--- src/rtl/dsf_pkg.sv ---
// dsf_pkg: shared types, constants and fixed-point helpers for the damped spring follower
// used by dsf_regs, dsf_ctrl, dsf_dp and damped_spring_follow_top
package dsf_pkg;

    localparam int WORD_W = 32;
    localparam int FRAC_W = 16;
    localparam int CFG_W  = 31;
    localparam int PROD_W = 2 * WORD_W;
    localparam int QUOT_W = WORD_W + FRAC_W;
    localparam int SQRT_STEPS = PROD_W / 2;

    typedef logic signed [WORD_W-1:0] word_t;

    localparam word_t VMAX = {1'b0, {(WORD_W-1){1'b1}}};
    localparam word_t VMIN = {1'b1, {(WORD_W-1){1'b0}}};

    localparam logic [2:0] REG_REST      = 3'd0;
    localparam logic [2:0] REG_STIFFNESS = 3'd1;
    localparam logic [2:0] REG_DAMPING   = 3'd2;
    localparam logic [2:0] REG_INV_MASS  = 3'd3;
    localparam logic [2:0] REG_TIME_STEP = 3'd4;
    localparam logic [2:0] REG_START_X   = 3'd5;
    localparam logic [2:0] REG_START_Y   = 3'd6;
    localparam logic [2:0] REG_START_Z   = 3'd7;

    localparam logic [2:0] FS_KU = 3'd0;
    localparam logic [2:0] FS_DV = 3'd1;
    localparam logic [2:0] FS_AM = 3'd2;
    localparam logic [2:0] FS_VT = 3'd3;
    localparam logic [2:0] FS_PT = 3'd4;

    localparam logic [1:0] AXIS_X = 2'd0;
    localparam logic [1:0] AXIS_Y = 2'd1;
    localparam logic [1:0] AXIS_Z = 2'd2;

    typedef enum logic [3:0] {
        OP_NONE,
        OP_LOAD,
        OP_SQ_ISSUE,
        OP_SQ_ACC,
        OP_SQRT_INIT,
        OP_SQRT_STEP,
        OP_DIV_INIT,
        OP_DIV_STEP,
        OP_KS_ISSUE,
        OP_KS_WB,
        OP_F_ISSUE,
        OP_F_WB,
        OP_OUT
    } op_t;

    typedef struct packed {
        op_t        op;
        logic [1:0] axis;
        logic [2:0] fstep;
    } cmd_t;

    typedef struct packed {
        logic sqrt_last;
        logic div_last;
        logic out_busy;
    } stat_t;

    typedef struct packed {
        logic [CFG_W-1:0] rest_length;
        logic [CFG_W-1:0] stiffness;
        logic [CFG_W-1:0] damping;
        logic [CFG_W-1:0] inverse_mass;
        logic [CFG_W-1:0] time_step;
    } cfg_t;

    typedef struct packed {
        logic       wr;
        logic [1:0] axis;
        word_t      value;
    } start_wr_t;

    function automatic word_t sat33(input logic signed [WORD_W:0] v);
        if (v[WORD_W] != v[WORD_W-1])
        begin
            return v[WORD_W] ? VMIN : VMAX;
        end
        return v[WORD_W-1:0];
    endfunction

    function automatic logic [WORD_W-1:0] mag(input word_t v);
        return v[WORD_W-1] ? WORD_W'(-v) : v;
    endfunction

    function automatic word_t fneg(input word_t v);
        return (v == VMIN) ? VMAX : -v;
    endfunction

    // product magnitude and sign to a saturated fixed-point word
    function automatic word_t fmul_fin(input logic [PROD_W-1:0] prod, input logic neg);
        logic [PROD_W-FRAC_W-1:0] sh;
        sh = prod[PROD_W-1:FRAC_W];
        if (neg)
        begin
            if (sh > {{(PROD_W-FRAC_W-WORD_W){1'b0}}, VMIN})
            begin
                return VMIN;
            end
            return word_t'(-sh[WORD_W-1:0]);
        end
        if (sh > (PROD_W-FRAC_W)'(VMAX))
        begin
            return VMAX;
        end
        return sh[WORD_W-1:0];
    endfunction

endpackage

--- src/rtl/dsf_ctrl.sv ---
// dsf_ctrl: sequencer state machine issuing datapath commands per item
// depends on dsf_pkg
module dsf_ctrl
(
    input  logic            clk,
    input  logic            rst_n,
    input  logic            in_valid,
    output logic            in_ready,
    input  dsf_pkg::stat_t  stat,
    output dsf_pkg::cmd_t   cmd
);

    typedef enum logic [11:0] {
        S_IDLE      = 12'b000000000001,
        S_SQ        = 12'b000000000010,
        S_SQACC     = 12'b000000000100,
        S_SQRT_INIT = 12'b000000001000,
        S_SQRT      = 12'b000000010000,
        S_DIV_INIT  = 12'b000000100000,
        S_DIV       = 12'b000001000000,
        S_KS        = 12'b000010000000,
        S_KSW       = 12'b000100000000,
        S_FMUL      = 12'b001000000000,
        S_FWB       = 12'b010000000000,
        S_DONE      = 12'b100000000000
    } state_t;

    state_t     state_reg, state_next;
    logic [1:0] axis_reg, axis_next;
    logic [2:0] fstep_reg, fstep_next;

    always_ff @(posedge clk or negedge rst_n)
    begin
        if (!rst_n)
        begin
            state_reg <= S_IDLE;
            axis_reg  <= dsf_pkg::AXIS_X;
            fstep_reg <= dsf_pkg::FS_KU;
        end
        else
        begin
            state_reg <= state_next;
            axis_reg  <= axis_next;
            fstep_reg <= fstep_next;
        end
    end

    assign in_ready  = (state_reg == S_IDLE);
    assign cmd.axis  = axis_reg;
    assign cmd.fstep = fstep_reg;

    always_comb
    begin
        state_next = state_reg;
        axis_next  = axis_reg;
        fstep_next = fstep_reg;
        cmd.op     = dsf_pkg::OP_NONE;
        unique case (state_reg)
            S_IDLE:
            begin
                if (in_valid)
                begin
                    cmd.op     = dsf_pkg::OP_LOAD;
                    axis_next  = dsf_pkg::AXIS_X;
                    state_next = S_SQ;
                end
            end
            S_SQ:
            begin
                cmd.op     = dsf_pkg::OP_SQ_ISSUE;
                state_next = S_SQACC;
            end
            S_SQACC:
            begin
                cmd.op = dsf_pkg::OP_SQ_ACC;
                if (axis_reg == dsf_pkg::AXIS_Z)
                begin
                    state_next = S_SQRT_INIT;
                end
                else
                begin
                    axis_next  = axis_reg + 2'd1;
                    state_next = S_SQ;
                end
            end
            S_SQRT_INIT:
            begin
                cmd.op     = dsf_pkg::OP_SQRT_INIT;
                state_next = S_SQRT;
            end
            S_SQRT:
            begin
                cmd.op = dsf_pkg::OP_SQRT_STEP;
                if (stat.sqrt_last)
                begin
                    axis_next  = dsf_pkg::AXIS_X;
                    state_next = S_DIV_INIT;
                end
            end
            S_DIV_INIT:
            begin
                cmd.op     = dsf_pkg::OP_DIV_INIT;
                state_next = S_DIV;
            end
            S_DIV:
            begin
                cmd.op = dsf_pkg::OP_DIV_STEP;
                if (stat.div_last)
                begin
                    if (axis_reg == dsf_pkg::AXIS_Z)
                    begin
                        state_next = S_KS;
                    end
                    else
                    begin
                        axis_next  = axis_reg + 2'd1;
                        state_next = S_DIV_INIT;
                    end
                end
            end
            S_KS:
            begin
                cmd.op     = dsf_pkg::OP_KS_ISSUE;
                state_next = S_KSW;
            end
            S_KSW:
            begin
                cmd.op     = dsf_pkg::OP_KS_WB;
                axis_next  = dsf_pkg::AXIS_X;
                fstep_next = dsf_pkg::FS_KU;
                state_next = S_FMUL;
            end
            S_FMUL:
            begin
                cmd.op     = dsf_pkg::OP_F_ISSUE;
                state_next = S_FWB;
            end
            S_FWB:
            begin
                cmd.op     = dsf_pkg::OP_F_WB;
                state_next = S_FMUL;
                if (fstep_reg == dsf_pkg::FS_PT)
                begin
                    fstep_next = dsf_pkg::FS_KU;
                    if (axis_reg == dsf_pkg::AXIS_Z)
                    begin
                        state_next = S_DONE;
                    end
                    else
                    begin
                        axis_next = axis_reg + 2'd1;
                    end
                end
                else
                begin
                    fstep_next = fstep_reg + 3'd1;
                end
            end
            S_DONE:
            begin
                if (!stat.out_busy)
                begin
                    cmd.op     = dsf_pkg::OP_OUT;
                    state_next = S_IDLE;
                end
            end
            default:
            begin
                state_next = S_IDLE;
            end
        endcase
    end

endmodule

--- config.mk ---
export PLATFORM = sky130hd
export DESIGN_NAME = dsf_ctrl
export DESIGN_NICKNAME = d
export VERILOG_FILES = /design/src/rtl/dsf_pkg.sv /design/src/rtl/dsf_ctrl.sv
export SDC_FILE = /design/constraint.sdc
export NUM_CORES = 1
export LEC_CHECK = 0
export CAP_MARGIN = 0
export CORE_MARGIN = 2
export CORE_UTILIZATION = 52
export CTS_BUF_LIST = sky130_fd_sc_hd__clkbuf_8 sky130_fd_sc_hd__clkbuf_16
export CTS_CLUSTER_DIAMETER = 100
export CTS_CLUSTER_SIZE = 20
export DETAILED_ROUTE_END_ITERATION = 7
export DONT_BUFFER_PORTS = 1
export GPL_TIMING_DRIVEN = 1
export PLACE_DENSITY_LB_ADDON = 0.15
export SYNTH_ARGS = -nofsm -noshare
export SYNTH_HDL_FRONTEND = slang
export SYNTH_SLANG_ARGS = --single-unit
--- constraint.sdc ---
create_clock -name clk -period 7.29 [get_ports clk]
set_input_delay 0.729 -clock clk [delete_from_list [all_inputs] [get_ports clk]]
set_output_delay 0.729 -clock clk [all_outputs]
set_load 0.02 [all_outputs]
# Word level (Yosys, flattened, before mapping)
# Cells that the tools add are included.
# word_totals
inputBits,6
regBits,17
# classes
n_reduce_logical,4
n_eq_ne,19
mux,20
add_sub_neg,2
# ops
operator,n
12-bit case mux with 12 select lines,1
12-bit 2-to-1 mux,6
4-bit case mux with 12 select lines,1
12-bit by 1-bit == test with 1-bit output (second input constant),1
12-bit by 10-bit == test with 1-bit output (second input constant),1
12-bit by 11-bit == test with 1-bit output (second input constant),1
12-bit == test (second input constant),1
12-bit by 2-bit == test with 1-bit output (second input constant),1
12-bit by 3-bit == test with 1-bit output (second input constant),1
12-bit by 4-bit == test with 1-bit output (second input constant),1
12-bit by 5-bit == test with 1-bit output (second input constant),1
12-bit by 6-bit == test with 1-bit output (second input constant),1
12-bit by 7-bit == test with 1-bit output (second input constant),1
12-bit by 8-bit == test with 1-bit output (second input constant),1
12-bit by 9-bit == test with 1-bit output (second input constant),1
2-bit case mux with 6 select lines,1
2-bit 2-to-1 mux,5
2-bit != test (second input constant),5
4-bit 2-to-1 mux,2
8-bit 2-to-1 mux,1
3-bit case mux with 2 select lines,1
6-bit nonzero test,1
5-bit AND reduction,1
4-bit AND reduction,1
7 further kinds,7

# Longest topological paths before layout
# logic_depth
word_depth,4
mapped_depth,8
depth_no_buf,7

# Least setup slack after synthesis
# Ideal clock, no wire load.
# synth_path
kind,register to output
from,register state_reg[2]
to,output cmd[6] in the netlist's numbering
setup_slack_ns,4.526
required_time_ns,6.561
path_stages_with_launch,8
t_arrival_ns,2.035
cell_sequence,dfrtp_1 > buf_6 > or4_4 > buf_6 > or4_1 > buf_2 > and3_2 > nand3_1
# synth_rtl
element,line,text
"start, declared",dsf_ctrl.sv:28,"state_t state_reg, state_next;"
"start signal, assigned",dsf_ctrl.sv:42,state_reg <= state_next;
"end, declared",dsf_ctrl.sv:10,output dsf_pkg::cmd_t cmd

==> flow_summary.ini <==
[run_status]
status = complete, no violations

[critical_path]
critPathLaunchType = flip-flop
end_kind = output port
critPathKind = flip-flop to output port
cp_slowest_stage_delay_ps = 860
cp.buffers_inverters = 1
cp_slowest_cell = nor4_1
required_ps = 6560
arrival_ps = 2500
crit_chain = nor4_1, nand4_1, inv_1, a21boi_0, nand4_1
cpMostUsedCell = nand4_1
critPathTopFamily = simple AND/OR/NAND/NOR gates
crit_fanout = 7

[final_layout]
multi_input_area_um2 = 682
seqCellArea_um2 = 427
final_nets = 146
drive_gt1_frac = 0.0882
final_util = 0.547
num-fill-cells = 214
largest_register_ffs = 12
diodes = 0
areaGrowthSynthToFinish_pct = -1.21

[cts]
clkTransAtPathRegs_ps = 70
cts.sinks = 17
clock_latency_ps = 260
cts_hold_buf = 0
cts_htree_levels = 1
ctsResizeCount = 0
cts_max_path_buffers = 2
cts-buffers-inserted = 3
root_buffer = clkbuf_8
postCtsSetupBuffers = 0
cts_tree = done

[place]
numPortBuffers = 0
place_congestion = 0.928
dpl.hpwl_um = 2150

[global_routing]
grt_max_degree = 18
first_global_vias = 1052
gr-usage-all-layers = 0.239
antenna_found_initial = 0
grt_overflow_total = 0
grt_pass1_wl_um = 4800

[drt]
drc = 0
route.met2.wl_um = 1390
totalWireLength_um = 2790
drt-wirelength-per-cell_um = 17.0
wl_met3_um = 212
drt_iter0_drc = 44
drt_pass1_iterations = 5
top_layer_used = met4
drt-met1-wl_um = 1160
ant_nets = 0
vias = 1084
via_per_inst = 6.61

[synthesis]
synth_ff_type = dfrtp_1
syn_avg_cell_area_um2 = 8.65
syn-num-nets = 152
synthArstFlopShare = 1.00
yosysMostFrequentCell = dfrtp_1
ys_seq_area_frac = 0.345
synthTopCellsByArea = dfrtp_1 (32%), o21ai_0 (3.6%), buf_6 (3.6%)
ys_ff_latch = 17
synth.distinct_cells = 47
netlist_area_um2 = 1240
ys_warn_count = 0
yosys.area.top_type = dfrtp_1
synth_edf_count = 0
syn_inst = 143
synth_top_area_share = 0.324
synth_commonest_cells = dfrtp_1 (16), nor2_1 (12), nand2_1 (10), inv_1 (9), o21ai_0 (9)

[job]
cap_viol_max_count = 0

[timing]
setup_viol = 0
rsz0062_at_grt = no
fin_setup_tns_ps = 0
hold_viol = 0
min_period_ps = 3230
slew_headroom = 0.352
period_share = 0.443
fmax_ghz = 0.310
worst_pin_slew_ps = 963
skew_ps = 5.79
final_max_slew_viol_count = 0

[pwr]
vdd_drop_max_v = 0.000202
p_per_area_nw_per_um2 = 241
p_leak_uw = 0.000483

[floorplan]
core_um2 = 2230
die-area_um2 = 2790
die_x_um = 52.8
dieHeight_um = 52.8
rows = 17
initial_core_util = 0.554
ios = 16

[worst_hold_path]
holdCritPathClass = input pin to asynchronous set/reset pin
power by group:
group | total, uW | switching [uW] | internal (uW)
registers | 118 | 14.7 | 104
clock network | 71.3 | 33.8 | 37.5
logic | 105 | 65.6 | 39.4
total | 295 | 114 | 181
metal layers:
metal	GRT usage	vias to the layer above
met5	0	-
met4	0.0684	0
met3	0.0429	2
met2	0.410	41
met1	0.303	530
li1	-	511
layout make-up:
type / count / share of cell area
flip-flops and latches: 17 / 0.349
multi-input cells: 106 / 0.558
clock inverters: 1 / 0.00307
clock buffers: 3 / 0.0338
well taps: 28 / 0.0287
inverters: 9 / 0.0276
cells in the final DEF (no fill, tap or decap), types with 2 or more instances in the layout:
cell      Yosys  routed
o21ai_0       9       9
or4_4         3       3
a21oi_1       3       3
nor4b_1       3       3
nor3_1        5       5
nand2_1      10      10
nand2b_1      2       2
nor4_1        6       6
or4_1         3       3
nor2_1       12      12
xor2_1        3       3
a21boi_0      2       2
inv_1         9      10
o211ai_1      2       2
dfrtp_1      16      16
nor3b_1       4       4
o41ai_1       2       2
o21a_1        2       2
nand3_1       5       5
ha_1          3       3
clkbuf_8      1       3
o21ai_1       2       2
nand4_1       6       6
path summary, 6_finish.rpt:
kind                          startpoint       endpoint  slack [ps]  cells after the start
min reg2reg                state_reg[11]  state_reg[10]         610                      1
max in group asynchronous          rst_n   state_reg[0]        6960                      0
max                         state_reg[9]         cmd[5]        4060                      5
min in group clk                 stat[1]   state_reg[6]         580                      1
max reg2reg                 state_reg[9]    axis_reg[0]        4640                      5
min                                rst_n   state_reg[9]         160                      0
kinds of logic after synthesis:
logic type / after synthesis / synth area share
AND/OR/NAND/NOR: 69 / 0.333
AO/OA/AOI/OAI: 29 / 0.152
buffers and inverters: 20 / 0.104
flip-flops: 17 / 0.345
XOR/XNOR: 4 / 0.0283
adder cells (fa/ha/maj): 3 / 0.0303
multiplexers: 1 / 0.00809
worst register-to-register path, delay by kind of cell (launching register included):
kind            cells  cell delay (ps)
simple gates        3             1700
compound gates      2              420
flops               1              460
stage by stage:
| step | std cells | setup slack (ps) | total power (uW) | instance area, um^2 | hold WS (ps) |
|---|---|---|---|---|---|
| 2_1_floorplan | 143 | 4530 | 211 | 1240 | 433 |
| 3_3_place_gp | 160 | 4420 | 222 | 1180 | 434 |
| 3_5_place_dp | 160 | 4390 | 223 | 1180 | 434 |
| 4_1_cts | 164 | 4070 | 294 | 1220 | 157 |
| 5_1_grt | 164 | 3860 | 311 | 1220 | 152 |
| 6_report | 164 | 4060 | 295 | 1220 | 155 |
No activity file was read; power rests on OpenSTA's default activity.
