**config.mk**
```make
export PLATFORM = sky130hd
export DESIGN_NAME = dsf_regs
export DESIGN_NICKNAME = d
export VERILOG_FILES = /design/src/rtl/dsf_pkg.sv /design/src/rtl/dsf_regs.sv
export SDC_FILE = /design/constraint.sdc
export NUM_CORES = 1
export LEC_CHECK = 0
export ABC_AREA = 1
export BUFFER_PORTS_ARGS = -buffer_cell sky130_fd_sc_hd__buf_2
export CORE_MARGIN = 2
export CORE_UTILIZATION = 57
export CTS_BUF_LIST = sky130_fd_sc_hd__clkbuf_8
export DETAILED_ROUTE_END_ITERATION = 8
export PLACE_DENSITY = 0.89
export SLEW_MARGIN = 40
export SYNTH_ARGS = -nofsm -noshare
export SYNTH_HDL_FRONTEND = slang
export SYNTH_SLANG_ARGS = --single-unit
```
**constraint.sdc**
```tcl
create_clock -name clk -period 2.05 [get_ports clk]
set_input_delay 0.41 -clock clk [delete_from_list [all_inputs] [get_ports clk]]
set_output_delay 0.41 -clock clk [all_outputs]
set_load 0.01 [all_outputs]
```
**src/rtl/dsf_pkg.sv**
```systemverilog
// dsf_pkg: shared types, constants and fixed-point helpers for the damped spring follower
// used by dsf_regs, dsf_ctrl, dsf_dp and damped_spring_follow_top
package dsf_pkg;

    localparam int WORD_W = 32;
    localparam int FRAC_W = 16;
    localparam int CFG_W  = 31;
    localparam int PROD_W = 2 * WORD_W;
    localparam int QUOT_W = WORD_W + FRAC_W;
    localparam int SQRT_STEPS = PROD_W / 2;

    typedef logic signed [WORD_W-1:0] word_t;

    localparam word_t VMAX = {1'b0, {(WORD_W-1){1'b1}}};
    localparam word_t VMIN = {1'b1, {(WORD_W-1){1'b0}}};

    localparam logic [2:0] REG_REST      = 3'd0;
    localparam logic [2:0] REG_STIFFNESS = 3'd1;
    localparam logic [2:0] REG_DAMPING   = 3'd2;
    localparam logic [2:0] REG_INV_MASS  = 3'd3;
    localparam logic [2:0] REG_TIME_STEP = 3'd4;
    localparam logic [2:0] REG_START_X   = 3'd5;
    localparam logic [2:0] REG_START_Y   = 3'd6;
    localparam logic [2:0] REG_START_Z   = 3'd7;

    localparam logic [2:0] FS_KU = 3'd0;
    localparam logic [2:0] FS_DV = 3'd1;
    localparam logic [2:0] FS_AM = 3'd2;
    localparam logic [2:0] FS_VT = 3'd3;
    localparam logic [2:0] FS_PT = 3'd4;

    localparam logic [1:0] AXIS_X = 2'd0;
    localparam logic [1:0] AXIS_Y = 2'd1;
    localparam logic [1:0] AXIS_Z = 2'd2;

    typedef enum logic [3:0] {
        OP_NONE,
        OP_LOAD,
        OP_SQ_ISSUE,
        OP_SQ_ACC,
        OP_SQRT_INIT,
        OP_SQRT_STEP,
        OP_DIV_INIT,
        OP_DIV_STEP,
        OP_KS_ISSUE,
        OP_KS_WB,
        OP_F_ISSUE,
        OP_F_WB,
        OP_OUT
    } op_t;

    typedef struct packed {
        op_t        op;
        logic [1:0] axis;
        logic [2:0] fstep;
    } cmd_t;

    typedef struct packed {
        logic sqrt_last;
        logic div_last;
        logic out_busy;
    } stat_t;

    typedef struct packed {
        logic [CFG_W-1:0] rest_length;
        logic [CFG_W-1:0] stiffness;
        logic [CFG_W-1:0] damping;
        logic [CFG_W-1:0] inverse_mass;
        logic [CFG_W-1:0] time_step;
    } cfg_t;

    typedef struct packed {
        logic       wr;
        logic [1:0] axis;
        word_t      value;
    } start_wr_t;

    function automatic word_t sat33(input logic signed [WORD_W:0] v);
        if (v[WORD_W] != v[WORD_W-1])
        begin
            return v[WORD_W] ? VMIN : VMAX;
        end
        return v[WORD_W-1:0];
    endfunction

    function automatic logic [WORD_W-1:0] mag(input word_t v);
        return v[WORD_W-1] ? WORD_W'(-v) : v;
    endfunction

    function automatic word_t fneg(input word_t v);
        return (v == VMIN) ? VMAX : -v;
    endfunction

    // product magnitude and sign to a saturated fixed-point word
    function automatic word_t fmul_fin(input logic [PROD_W-1:0] prod, input logic neg);
        logic [PROD_W-FRAC_W-1:0] sh;
        sh = prod[PROD_W-1:FRAC_W];
        if (neg)
        begin
            if (sh > {{(PROD_W-FRAC_W-WORD_W){1'b0}}, VMIN})
            begin
                return VMIN;
            end
            return word_t'(-sh[WORD_W-1:0]);
        end
        if (sh > (PROD_W-FRAC_W)'(VMAX))
        begin
            return VMAX;
        end
        return sh[WORD_W-1:0];
    endfunction

endpackage

```
**src/rtl/dsf_regs.sv**
```systemverilog
// dsf_regs: configuration register file behind the apb-style port
// depends on dsf_pkg
module dsf_regs
(
    input  logic                clk,
    input  logic                rst_n,
    input  logic                psel,
    input  logic                penable,
    input  logic                pwrite,
    input  logic [4:0]          paddr,
    input  logic [31:0]         pwdata,
    output logic [31:0]         prdata,
    output dsf_pkg::cfg_t       cfg,
    output dsf_pkg::start_wr_t  start_wr
);

    logic [dsf_pkg::CFG_W-1:0] rest_reg, stiff_reg, damp_reg, invm_reg, dt_reg;
    dsf_pkg::word_t            sx_reg, sy_reg, sz_reg;
    logic                      wr;
    logic [2:0]                idx;

    assign wr  = psel & penable & pwrite;
    assign idx = paddr[4:2];

    always_ff @(posedge clk or negedge rst_n)
    begin
        if (!rst_n)
        begin
            rest_reg  <= '0;
            stiff_reg <= 31'd65536;
            damp_reg  <= '0;
            invm_reg  <= 31'd65536;
            dt_reg    <= 31'd1092;
            sx_reg    <= '0;
            sy_reg    <= '0;
            sz_reg    <= '0;
        end
        else if (wr)
        begin
            unique case (idx)
                dsf_pkg::REG_REST:      rest_reg  <= pwdata[30:0];
                dsf_pkg::REG_STIFFNESS: stiff_reg <= pwdata[30:0];
                dsf_pkg::REG_DAMPING:   damp_reg  <= pwdata[30:0];
                dsf_pkg::REG_INV_MASS:  invm_reg  <= pwdata[30:0];
                dsf_pkg::REG_TIME_STEP: dt_reg    <= pwdata[30:0];
                dsf_pkg::REG_START_X:   sx_reg    <= pwdata;
                dsf_pkg::REG_START_Y:   sy_reg    <= pwdata;
                dsf_pkg::REG_START_Z:   sz_reg    <= pwdata;
                default: ;
            endcase
        end
    end

    always_comb
    begin
        unique case (idx)
            dsf_pkg::REG_REST:      prdata = {1'b0, rest_reg};
            dsf_pkg::REG_STIFFNESS: prdata = {1'b0, stiff_reg};
            dsf_pkg::REG_DAMPING:   prdata = {1'b0, damp_reg};
            dsf_pkg::REG_INV_MASS:  prdata = {1'b0, invm_reg};
            dsf_pkg::REG_TIME_STEP: prdata = {1'b0, dt_reg};
            dsf_pkg::REG_START_X:   prdata = sx_reg;
            dsf_pkg::REG_START_Y:   prdata = sy_reg;
            dsf_pkg::REG_START_Z:   prdata = sz_reg;
            default:                prdata = '0;
        endcase
    end

    always_comb
    begin
        start_wr.value = pwdata;
        start_wr.wr    = 1'b0;
        start_wr.axis  = dsf_pkg::AXIS_X;
        unique case (idx)
            dsf_pkg::REG_START_X:
            begin
                start_wr.wr   = wr;
                start_wr.axis = dsf_pkg::AXIS_X;
            end
            dsf_pkg::REG_START_Y:
            begin
                start_wr.wr   = wr;
                start_wr.axis = dsf_pkg::AXIS_Y;
            end
            dsf_pkg::REG_START_Z:
            begin
                start_wr.wr   = wr;
                start_wr.axis = dsf_pkg::AXIS_Z;
            end
            default: ;
        endcase
    end

    assign cfg.rest_length  = rest_reg;
    assign cfg.stiffness    = stiff_reg;
    assign cfg.damping      = damp_reg;
    assign cfg.inverse_mass = invm_reg;
    assign cfg.time_step    = dt_reg;

endmodule

```
Word level (Yosys, flattened, before mapping)
Index checks and enable logic that the tools add are counted.

Equality and inequality tests: 7. Mux-type cells: 2. Bitwise gates (word level): 2. Reductions and logical operators: 9.

Operators with widths (count): $pmux 32 s8 (1); $reduce_and 2->1 (8); $eq 3x3->1 const B (4); $pmux 3 s3 (1); $eq 3x2->1 const B (2); $eq 3x1->1 const B (1); $logic_not 3->1 (1); $and 1x1->1 (2).

Register bits: 251. Bits of input ports: 42. Output and inout port bits: 222. Word-level logic and storage cells: 28.

Logic depth before layout (Yosys ltp)
Gate-level depths: netlist (run 1).

Depth in word-level cells: 3. Mapped depth: 8. Gate-level depth less buffers: 5.

Least setup slack after synthesis (run 1)
No wires, ideal clock.

Path kind: input to output. Start: input port paddr[3]. End: output port prdata[28]. Arrival time: 1335 ps. Required time: 1640 ps. Slack: 305 ps. Cell stages on the path: 7. Buffers on the path: 3. Cell sequence: buf_4 -> buf_2 -> clkbuf_1 -> nand4_1 -> nand2_1 -> nor2_1 -> nand3_1.

Cells in the longest elaborated chain, start to end: 2. Elaborated cells on any way between the ends: 9. Those cells by class: 7 x eq/ne; 1 x mux; 1 x reduce/logical.

Ends and longest elaborated chain: start: declaration (line dsf_regs.sv:10) `input logic [4:0] paddr,`; $eq 3x3->1, or another cell as far along (line dsf_regs.sv:56) `unique case (idx)`; $pmux 32 s8 (*) (line dsf_regs.sv:56); end: declaration (line dsf_regs.sv:12) `output logic [31:0] prdata,`.

Every way passes the cells marked *; elsewhere a longest branch is shown, timed or not.

Final worst setup path (run 1)
Start: input port paddr[4]. End: output port prdata[9].

Same word-level chain as after synthesis.

==> key figures, run 1 <==
Outcome
  – Status: completed

Worst hold path
  – Worst Hold Class: primary input to flop
  – Hold wc startpoint: pwdata[3]

Critical path
  – Worst Path Required: 1.64 ns
  – Worst path cell trace: buf_4, clkinv_2, buf_12, nand4_1, nand2_1, nor2_1, nand3_1, buf_2
  – Critical-path top delay cell: buf_12
  – Setup CP Type: primary input to output port
  – Reg-to-Reg Start: dt_reg[10]
  – CP max stage delay: between 0.2 and 0.25 ns
  – Worst Path Max Fanout: between 40 and 50
  – WP buf/inv: 4
  – Top delay family on crit path: buffers and inverters
  – Critical Path Start: paddr[4]
  – Crit path DAT: roughly 1.5 ns
  – Nature of the critical path startpoint: primary input
  – Crit. End Element: output port

Power
  – Peak VDD IR: slightly above 900 uV
  – Leak: 7.545 nW
  – Pwr dens: approximately 990 nW/um2

Placed design
  – DP HPWL: between 20 and 25 mm
  – Placed Cells: 1871
  – Number of I/O port buffers: 261
  – Routability congestion estimate: 0.8508

Synthesis
  – Synthesized Nets: 1466
  – Post-synth EDFFs: 0
  – Mux share of post-synthesis cell area: 0%
  – Seq cells post-synth: around 250
  – Top cells by count, synth: 287 x nand2_1, 246 x dfrtp_1, 187 x nor2_1
  – Post-Syn Area: around 12000 um2
  – Syn. warnings: 0
  – Post-synthesis simple-gate area fraction: 26.92%
  – Adder-cell area share of the yosys netlist: 0%
  – Top_reg_cell synth: dfrtp_1
  – Synth Area in XOR/XNOR: 0%
  – Most frequent cell after synthesis: nand2_1
  – Largest family of logic cells by synthesized area: simple AND/OR/NAND/NOR gates
  – Seq/Total Area, Yosys: a little over half
  – FFs w/ async S/R, synth: 100.0%
  – Largest area contributor in the netlist: dfrtp_1
  – Post-synthesis compound-gate area fraction: a little under an eighth
  – Top cells by area, synth: dfrtp_1 51%, nand2_1 9.0%, nand4_1 8.1%, nor2_1 5.9%, a21oi_1 3.9%
  – Mean Syn Cell Area: around 8.4 um2
  – Library cells used by synthesis: 27
  – Post-Synthesis Cells: around 1400
  – Area share of the largest cell type after synthesis: ~51%

Clocking
  – Root buf cell: clkbuf_8
  – CTS Buf Count: 42
  – Clock sink count: 251
  – Clk_lat worst skew: 0.53 ns
  – # resized after CTS: 0
  – Post-CTS setup buffer count: 0
  – CTS max path bufs: 3
  – Clock slew at reported path FFs: 0.06 ns
  – CTS Hold Buffers Added: 1
  – CTS tree: built
  – H-tree Lvls: 2

Run
  – Max-cap check violation count: 0

Detailed routing
  – Initial DRC Count: about 860
  – DRT Pass-1 Iters: 6
  – Vias post-DR: between 10000 and 15000
  – Wirelength per Cell: about 18 um
  – Total wire length: ~34 mm
  – Residual DRC: 0
  – Via-to-Cell Ratio: between 5 and 6
  – Antenna Violating Nets Remaining: 0

Finish
  – Layout cells sized above 1: between 20% and 30%
  – Area Overhead vs Synth: 20.84%
  – Multi-input combinational cell area: between 4000 and 5000 um2
  – Layout fillers: 1542
  – Net count, final: about 1700
  – Fin cells: between 1500 and 2000
  – Sequential cell area: 6287 um2
  – Ant diodes: 0

STA
  – Max Slew Vio Count: 0
  – Slew margin rel.: approximately 67%
  – Worst Skew: 0 ns
  – Setup TNS: 0 ns
  – Final worst-path cycle share: a little over nine tenths
  – Slew @ Worst Pin: about 0.50 ns
  – Clock period minus worst slack: 1.944 ns
  – RSZ-0062 raised after global routing: no
  – Peak Freq: 514.4 MHz
  – Setup violations, final: 0
  – Final hold vios: 0

Global routing
  – All-layer global routing usage: ~31%
  – GRT overflow: 0
  – Pin count of the biggest net entering global routing: 73
  – Number of global-route vias before repair: 10830
  – Antenna violations before repair: 0
  – First-pass GRT wire length: around 55 mm

Die
  – Die area: 22200 um2
  – Die H: about 150 um
  – Core area: 20820 um2
  – Row count: 53
  – Starting density of the core: 57.55%
  – Die width: 149 um
  – I/O Pins: about 260
## worst min-delay path: cells and delay by family
family	cells	cell delay (ns)
buf+inv	1	0.10
simple gates	1	0.05
compound gates	1	0.05
## layout by cell type, fill, tap and decap left out
master / count
a21oi_1: 94
nor3_4: 1
nand3_2: 2
nor3_1: 2
clkbuf_8: 50
inv_1: 81
nand4_1: 155
buf_2: 257
clkinvlp_4: 2
nand3_1: 62
nand2_2: 4
nand2_4: 1
dfstp_2: 5
buf_4: 28
bufinv_16: 1
dlygate4sd3_1: 1
nand3_4: 1
nor2_1: 187
inv_2: 3
o21ai_0: 58
o211ai_1: 1
dfrtp_1: 246
o21ai_1: 69
clkinv_2: 10
nor2_8: 1
buf_12: 31
nor3_2: 2
o21ai_2: 30
nor2_4: 4
nand2_1: 284
buf_8: 1
## routing by layer
layer	track usage, %	part of all wire [%]	vias up
li1	-	-	5218
met1	40.17	39	5334
met2	50.00	47	669
met3	5.688	9.2	122
met4	15.67	4.5	0
met5	0	0	-
## area by class of cell
type,count,share of cell area [%]
Sequential cell,251,43.42
Clock buffer,50,4.752
Tap cell,275,2.376
Clock inverter,27,1.011
Inverter,70,1.823
Timing Repair Buffer,318,14.79
Multi-Input combinational cell,958,31.83
## logic make-up after synthesis
family	count (synthesis)
compound gates	252
simple gates	706
buf+inv	215
flops	251
## final timing paths
check                      slack (ns)  cells after the start           end
max                              0.11                      8     prdata[9]
min                              0.11                      3     sy_reg[3]
max reg2reg                      1.28                      2    dt_reg[10]
min reg2reg                      0.48                      2  invm_reg[16]
max in group asynchronous        0.92                      3  rest_reg[24]
min in group asynchronous        0.42                      2    dt_reg[21]
## per-stage QoR
step	hold slack [ns]	power, mW	utilization [%]	worst slack [ns]	area (um2)
2_1_floorplan	0.1144	8.559	-	0.3051	11980
3_3_place_gp	0.3781	9.882	65.49	0.1370	13640
3_5_place_dp	0.3806	10.06	65.49	0.1203	13640
4_1_cts	0.08228	14.42	69.55	0.1169	14480
5_1_grt	0.09516	15.15	69.55	0.02692	14480
6_report	0.1057	14.37	69.55	0.1058	14480
## where the power goes
| group | internal [mW] | leakage, nW | total (mW) | switching (mW) |
|---|---|---|---|---|
| sequential | 6.02 | 3.10 | 6.76 | 0.734 |
| combinational | 1.32 | 3.96 | 3.27 | 1.94 |
| clock | 2.35 | 0.489 | 4.35 | 2.00 |
Power figures use the tool's default switching activity.
==> inputs of run 2 (changes only) <==
Settings changed: ABC_AREA 1 to 0, CORE_UTILIZATION 57 to 56, PLACE_DENSITY 0.89 to 0.88.
==> run 2 against run 1 <==
Against the previous run:
- the flow now finishes with violations (negative setup slack)
- via count down 26%
- non-clock buffer count is 23 higher
- clock-buffer cell count is the same
- routed wire length down 2.0%
- synthesized area decreased by 3.6%
- cell count fell by 27%
- sequential share of layout area shrank 1.3 points
- largest power group unchanged
- highest routed layer unchanged
==> key figures, run 2 <==
Global routing
  – GRT overflow: 0
  – Pin count of the biggest net entering global routing: 71
  – All-layer global routing usage: between 30% and 40%
  – Antenna violations before repair: 0
  – Number of global-route vias before repair: about 8900
  – First-pass GRT wire length: roughly 51 mm

Synthesis
  – Top_reg_cell synth: dfrtp_1
  – Top cells by count, synth: 246 x dfrtp_1, 212 x mux2_2, 91 x mux2i_1
  – Seq/Total Area, Yosys: between 50% and 60%
  – Area share of the largest cell type after synthesis: 53.29%
  – Post-Syn Area: around 12000 um2
  – Library cells used by synthesis: 30
  – FFs w/ async S/R, synth: 100.0%
  – Post-synth EDFFs: 0
  – Post-Synthesis Cells: 838
  – Syn. warnings: 0
  – Mean Syn Cell Area: 13.78 um2
  – Most frequent cell after synthesis: dfrtp_1
  – Top cells by area, synth: dfrtp_1 53%, mux2_2 21%, mux2i_1 7.9%, mux2_1 3.9%, o22a_1 2.3%
  – Synthesized Nets: 880
  – Largest area contributor in the netlist: dfrtp_1
  – Seq cells post-synth: 251

Detailed routing
  – Vias post-DR: 8432
  – Wirelength per Cell: approximately 24 um
  – Initial DRC Count: between 300 and 400
  – Total wire length: roughly 34 mm
  – Via-to-Cell Ratio: between 5 and 6
  – Antenna Violating Nets Remaining: 0
  – Residual DRC: 0
  – DRT Pass-1 Iters: 5

Clocking
  – Root buf cell: clkbuf_8
  – H-tree Lvls: 2
  – CTS max path bufs: 3
  – CTS Buf Count: 40
  – Clock slew at reported path FFs: ~0.060 ns
  – CTS tree: built
  – Clk_lat worst skew: 0.54 ns
  – Clock sink count: 251

Finish
  – Ant diodes: 0
  – Most common cell after layout, fill and taps aside: buf_2
  – Layout cells sized above 1: a little under three fifths
  – Area Overhead vs Synth: 29.09%
  – Commonest cells after routing, fill and taps aside: 257 x buf_2, 246 x dfrtp_1, 212 x mux2_2, 85 x mux2i_1, 50 x clkbuf_8
  – Net count, final: between 1000 and 1500

Power
  – Peak VDD IR: 737.6 uV
  – P_sw: around 4.3 mW
  – Pwr dens: between 900 and 1000 nW/um2
  – Comb pwr share: about a quarter
  – Sw Share: 30.43%
  – Clock power share: between 20% and 30%
  – Sequential share of power: between 40% and 50%
  – Int Power: between 9 and 10 mW
  – PnR Total Power: 14.23 mW
  – Leak: 7.410 nW

Placed design
  – Routability congestion estimate: 0.8189
  – DP HPWL: between 20 and 25 mm
  – Number of I/O port buffers: roughly 260
  – Worst slack, placed: -0.1694 ns

Die
  – I/O Pins: 264
  – Row count: 52
  – Core area: around 20000 um2
  – Die width: roughly 150 um
  – Die H: between 100 and 150 um
  – Starting density of the core: 57.09%
  – Die area: approximately 22000 um2

STA
  – Setup violations, final: 8
  – Slew margin rel.: between 60% and 70%
  – Final worst-path cycle share: 102.2%
  – Setup TNS: -0.1622 ns
  – Final hold vios: 0
  – Final WS setup: -0.04525 ns
  – Max Slew Vio Count: 0
  – Peak Freq: between 400 and 500 MHz
  – Worst Skew: 0 ns
  – RSZ-0062 raised after global routing: yes
  – Slew @ Worst Pin: between 0.5 and 0.6 ns
  – Clock period minus worst slack: around 2.1 ns

Critical path
  – Crit. End Element: output port
  – Crit path DAT: approximately 1.7 ns
  – Nature of the critical path startpoint: primary input
  – Worst Path Required: ~1.6 ns
  – Setup CP Type: primary input to output port
  – Worst Path Max Fanout: 8

Outcome
  – Failing checks: negative setup slack
  – Status: finished with violations

Worst hold path
  – Worst Hold Class: primary input to flop

Run
  – Max-cap check violation count: 0
==> run 2: cell count changes after synthesis, sizes merged, moves of 40 or more <==
cell   delta
mux2i    +91
buf      -55
nand2   -286
nand4   -154
nor2    -181
a21oi    -92
inv      -40
mux2    +252
o21ai   -156
nand3    -63
==> run 2: routing by layer <==
| metal | part of all wire, % | vias up | GRT usage, % |
|---|---|---|---|
| li1 | - | 3645 | - |
| met1 | 40 | 4342 | 39.95 |
| met2 | 50 | 373 | 51.51 |
| met3 | 7.0 | 72 | 5.957 |
| met4 | 2.8 | 0 | 9.567 |
| met5 | 0 | - | 0 |
==> run 2: logic make-up (layout without fill, tap and decap cells) <==
| family | Yosys count | after routing | synth area share, % |
|---|---|---|---|
| multiplexers | 343 | 343 | 32.45 |
| AO/OA/AOI/OAI | 96 | 96 | 6.510 |
| buffers and inverters | 118 | 438 | 5.275 |
| flip-flops | 251 | 251 | 54.43 |
| AND/OR/NAND/NOR | 30 | 31 | 1.332 |
==> run 2: worst paths after layout <==
| kind | from | to | slack (ns) | depth (start not counted) |
|---|---|---|---|---|
| setup / recovery | paddr[4] | prdata[8] | -0.05 | 7 |
| hold / removal | pwdata[31] | sx_reg[31] | 0.19 | 2 |
| setup reg to reg | dt_reg[30] | dt_reg[30] | 1.15 | 2 |
| hold reg to reg | sz_reg[4] | sz_reg[4] | 0.49 | 1 |
| max in group asynchronous | rst_n | dt_reg[2] | 0.89 | 3 |
| min in group asynchronous | rst_n | invm_reg[28] | 0.43 | 2 |
==> run 2: power groups by stage <==
| stage | clock network [mW] | registers, mW | logic (mW) |
|---|---|---|---|
| 4_1_cts | 4.16 | 6.62 | 3.32 |
| 3_3_place_gp | 0 | 6.63 | 3.08 |
| 5_1_grt | 4.39 | 6.76 | 3.73 |
| 3_5_place_dp | 0 | 6.70 | 3.19 |
| 2_1_floorplan | 0 | 6.83 | 1.56 |
| 6_report | 4.10 | 6.66 | 3.48 |
==> run 2: layout make-up <==
type                            instances  area [um2]
Sequential cell                       251        6287
Tap cell                              270       337.8
Clock buffer                           50       688.2
Inverter                               30       112.6
Fill cell                            1309        5323
Timing Repair Buffer                  341        2422
Clock inverter                         17       75.07
Multi-Input combinational cell        470        4989
==> run 2: worst max-delay path, stage by stage <==
cell      delay (ns)
buf_4           0.17
buf_4           0.15
buf_4           0.16
buf_12          0.14
a221oi_1        0.31
o22a_1          0.19
buf_2           0.15
==> run 2: what timing repair did <==
item                                    in CTS  in global routing
endpoints found under the hold margin       62                  0
hold buffers                                 1                  0
pin swaps                                    4                  7
gates cloned                                 3                  1
buffers inserted                             8                  9
endpoints found under the setup margin      31                 30
resized for setup                           24                 40
==> run 2: per-stage QoR <==
| step | hold slack [ns] | utilization, % | cell area [um2] | std cells |
|---|---|---|---|---|
| after floorplan | 0.1144 | - | 11550 | 838 |
| after global routing | 0.1789 | 73.70 | 14910 | 1429 |
| after CTS | 0.1584 | 72.16 | 14600 | 1419 |
| after detailed placement | 0.4186 | 67.12 | 13580 | 1340 |
| after global placement | 0.4229 | 67.12 | 13580 | 1340 |
| final | 0.1913 | 73.70 | 14910 | 1429 |
==> inputs of run 3 (changes only) <==
Settings changed: RECOVER_POWER set to 50.
Clock period 2.05 ns to 1.95 ns, I/O delays scaled along.
==> run 3 against run 2 <==
Against the previous run:
- the flow still finishes with violations (negative setup slack)
- cell area is 0.62% higher
- sequential power rose by 5.1%
- critical endpoint is now prdata[17]
- global-route usage grew 0.52 points
- sequential share of layout area fell by 0.26 points
==> key figures, run 3 (synthesis results as in run 2) <==
Detailed routing
  – Wirelength per Cell: roughly 24 um
  – Vias post-DR: between 8000 and 9000
  – Antenna Violating Nets Remaining: 0
  – DRT Pass-1 Iters: 5
  – Via-to-Cell Ratio: between 6 and 7
  – Initial DRC Count: 466
  – Total wire length: 35.40 mm
  – Residual DRC: 0

Critical path
  – Crit path DAT: about 1.7 ns
  – Worst Path Max Fanout: 2
  – Crit. End Element: output port
  – Nature of the critical path startpoint: flop
  – Worst Path Required: 1.56 ns
  – Setup CP Type: flop to output port

STA
  – Final hold vios: 0
  – Peak Freq: between 400 and 500 MHz
  – Max Slew Vio Count: 0
  – Hold slack final: 0.1671 ns
  – Slew @ Worst Pin: around 0.95 ns
  – Clock period minus worst slack: ~2.1 ns
  – Final WS setup: -0.1373 ns
  – Worst Skew: 0 ns
  – Setup violations, final: 31
  – RSZ-0062 raised after global routing: yes
  – Slew margin rel.: between 30 and 40%
  – Final worst-path cycle share: 107.0%

Global routing
  – Number of global-route vias before repair: around 9000
  – Antenna violations before repair: 0
  – All-layer global routing usage: between 30% and 40%
  – GRT overflow: 0
  – First-pass GRT wire length: 52.00 mm
  – Pin count of the biggest net entering global routing: 63

Die
  – Die width: about 150 um
  – Die H: approximately 150 um
  – Starting density of the core: 57.09%
  – Die area: about 22000 um2
  – I/O Pins: between 200 and 300
  – Core area: a little over 20000 um2
  – Row count: 52

Outcome
  – Failing checks: negative setup slack
  – Status: finished with violations

Clocking
  – CTS max path bufs: 3
  – Clock slew at reported path FFs: around 0.06 ns
  – Clock sink count: 251
  – CTS tree: built
  – CTS Buf Count: 43
  – Clk_lat worst skew: roughly 0.54 ns
  – Root buf cell: clkbuf_8
  – H-tree Lvls: 2

Placed design
  – Placed Cells: 1347
  – Routability congestion estimate: about 0.8
  – Worst slack, placed: -0.2749 ns
  – DP HPWL: 21.52 mm
  – Number of I/O port buffers: about 260

Run
  – Max-cap check violation count: 0

Power
  – Leak: between 7 and 8 nW
  – PnR Total Power: ~15 mW
  – Pwr dens: 1019 nW/um2
  – Peak VDD IR: 861.2 uV

Worst hold path
  – Worst Hold Class: primary input to flop

Finish
  – Area Overhead vs Synth: 29.90%
  – Layout cells sized above 1: ~57%
  – Util after Layout: 74.15%
  – Fin cells: about 1500
  – Ant diodes: 0
  – Most common cell after layout, fill and taps aside: dfrtp_1
  – Commonest cells after routing, fill and taps aside: 246 x dfrtp_1, 224 x buf_2, 212 x mux2_2, 78 x mux2i_1, 78 x buf_4
  – Net count, final: 1219
[run 3: cell count changes in the layout (fill, tap and decap cells not counted), sizes merged]
cell	change
clkinvlp	-3
clkbuf	+48
buf	-7
inv	+4
clkinv	+2
[run 3: stage by stage]
stage          cell area, um2  TNS, ns
3_3_place_gp            13560   -6.556
3_5_place_dp            13560   -10.96
2_1_floorplan           11550        0
4_1_cts                 14840   -1.090
5_1_grt                 15000   -5.831
6_report                15000   -2.055
[run 3: per-layer routing]
metal	wire length, um	global-route usage [%]	part of all wire [%]	vias up
li1	-	-	-	3735
met1	13730	39.89	39	4611
met4	1190	15.19	3.4	0
met5	0	0	0	-
met2	17710	50.81	50	471
met3	2765	5.833	7.8	95
[run 3: layout make-up]
type,count,area (um2)
Sequential cell,251,6287
Inverter,30,112.6
Multi-Input combinational cell,470,5020
Clock inverter,20,77.57
Fill cell,1227,5230
Timing Repair Buffer,381,2467
Tap cell,270,337.8
Clock buffer,51,701.9
[run 3: power breakdown]
| part | switching, mW | internal (mW) |
|---|---|---|
| Sequential | 0.752 | 6.25 |
| Combinational | 1.89 | 2.00 |
| Clock | 2.04 | 2.34 |
[run 3: path summary, 6_finish.rpt]
check                        startpoint             to  slack, ns  depth (start not counted)
hold reg to reg               sy_reg[1]      sy_reg[1]       0.50                          1
max in group asynchronous         rst_n  stiff_reg[17]       0.19                          3
min in group asynchronous         rst_n  stiff_reg[28]       0.55                          2
setup reg to reg            damp_reg[1]    damp_reg[1]       0.91                          3
hold / removal               pwdata[31]     sx_reg[31]       0.17                          2
setup / recovery           invm_reg[17]     prdata[17]      -0.14                          4
[run 3: worst max-delay path, stage by stage (launching register included)]
cell and delay [ns]:
dfrtp_1 0.41, mux2i_1 0.30, o22ai_2 0.12, o22a_1 0.20, buf_2 0.14
[run 3: timing repair]
item / 4_1_cts / 5_1_grt
endpoints found under the setup margin: 31 / 31
gates cloned: 3 / 0
gates resized for setup: 39 / 43
endpoints found under the hold margin: 51 / 0
setup buffers: 29 / 25
hold buffers: 1 / 0
pin swaps: 19 / 22
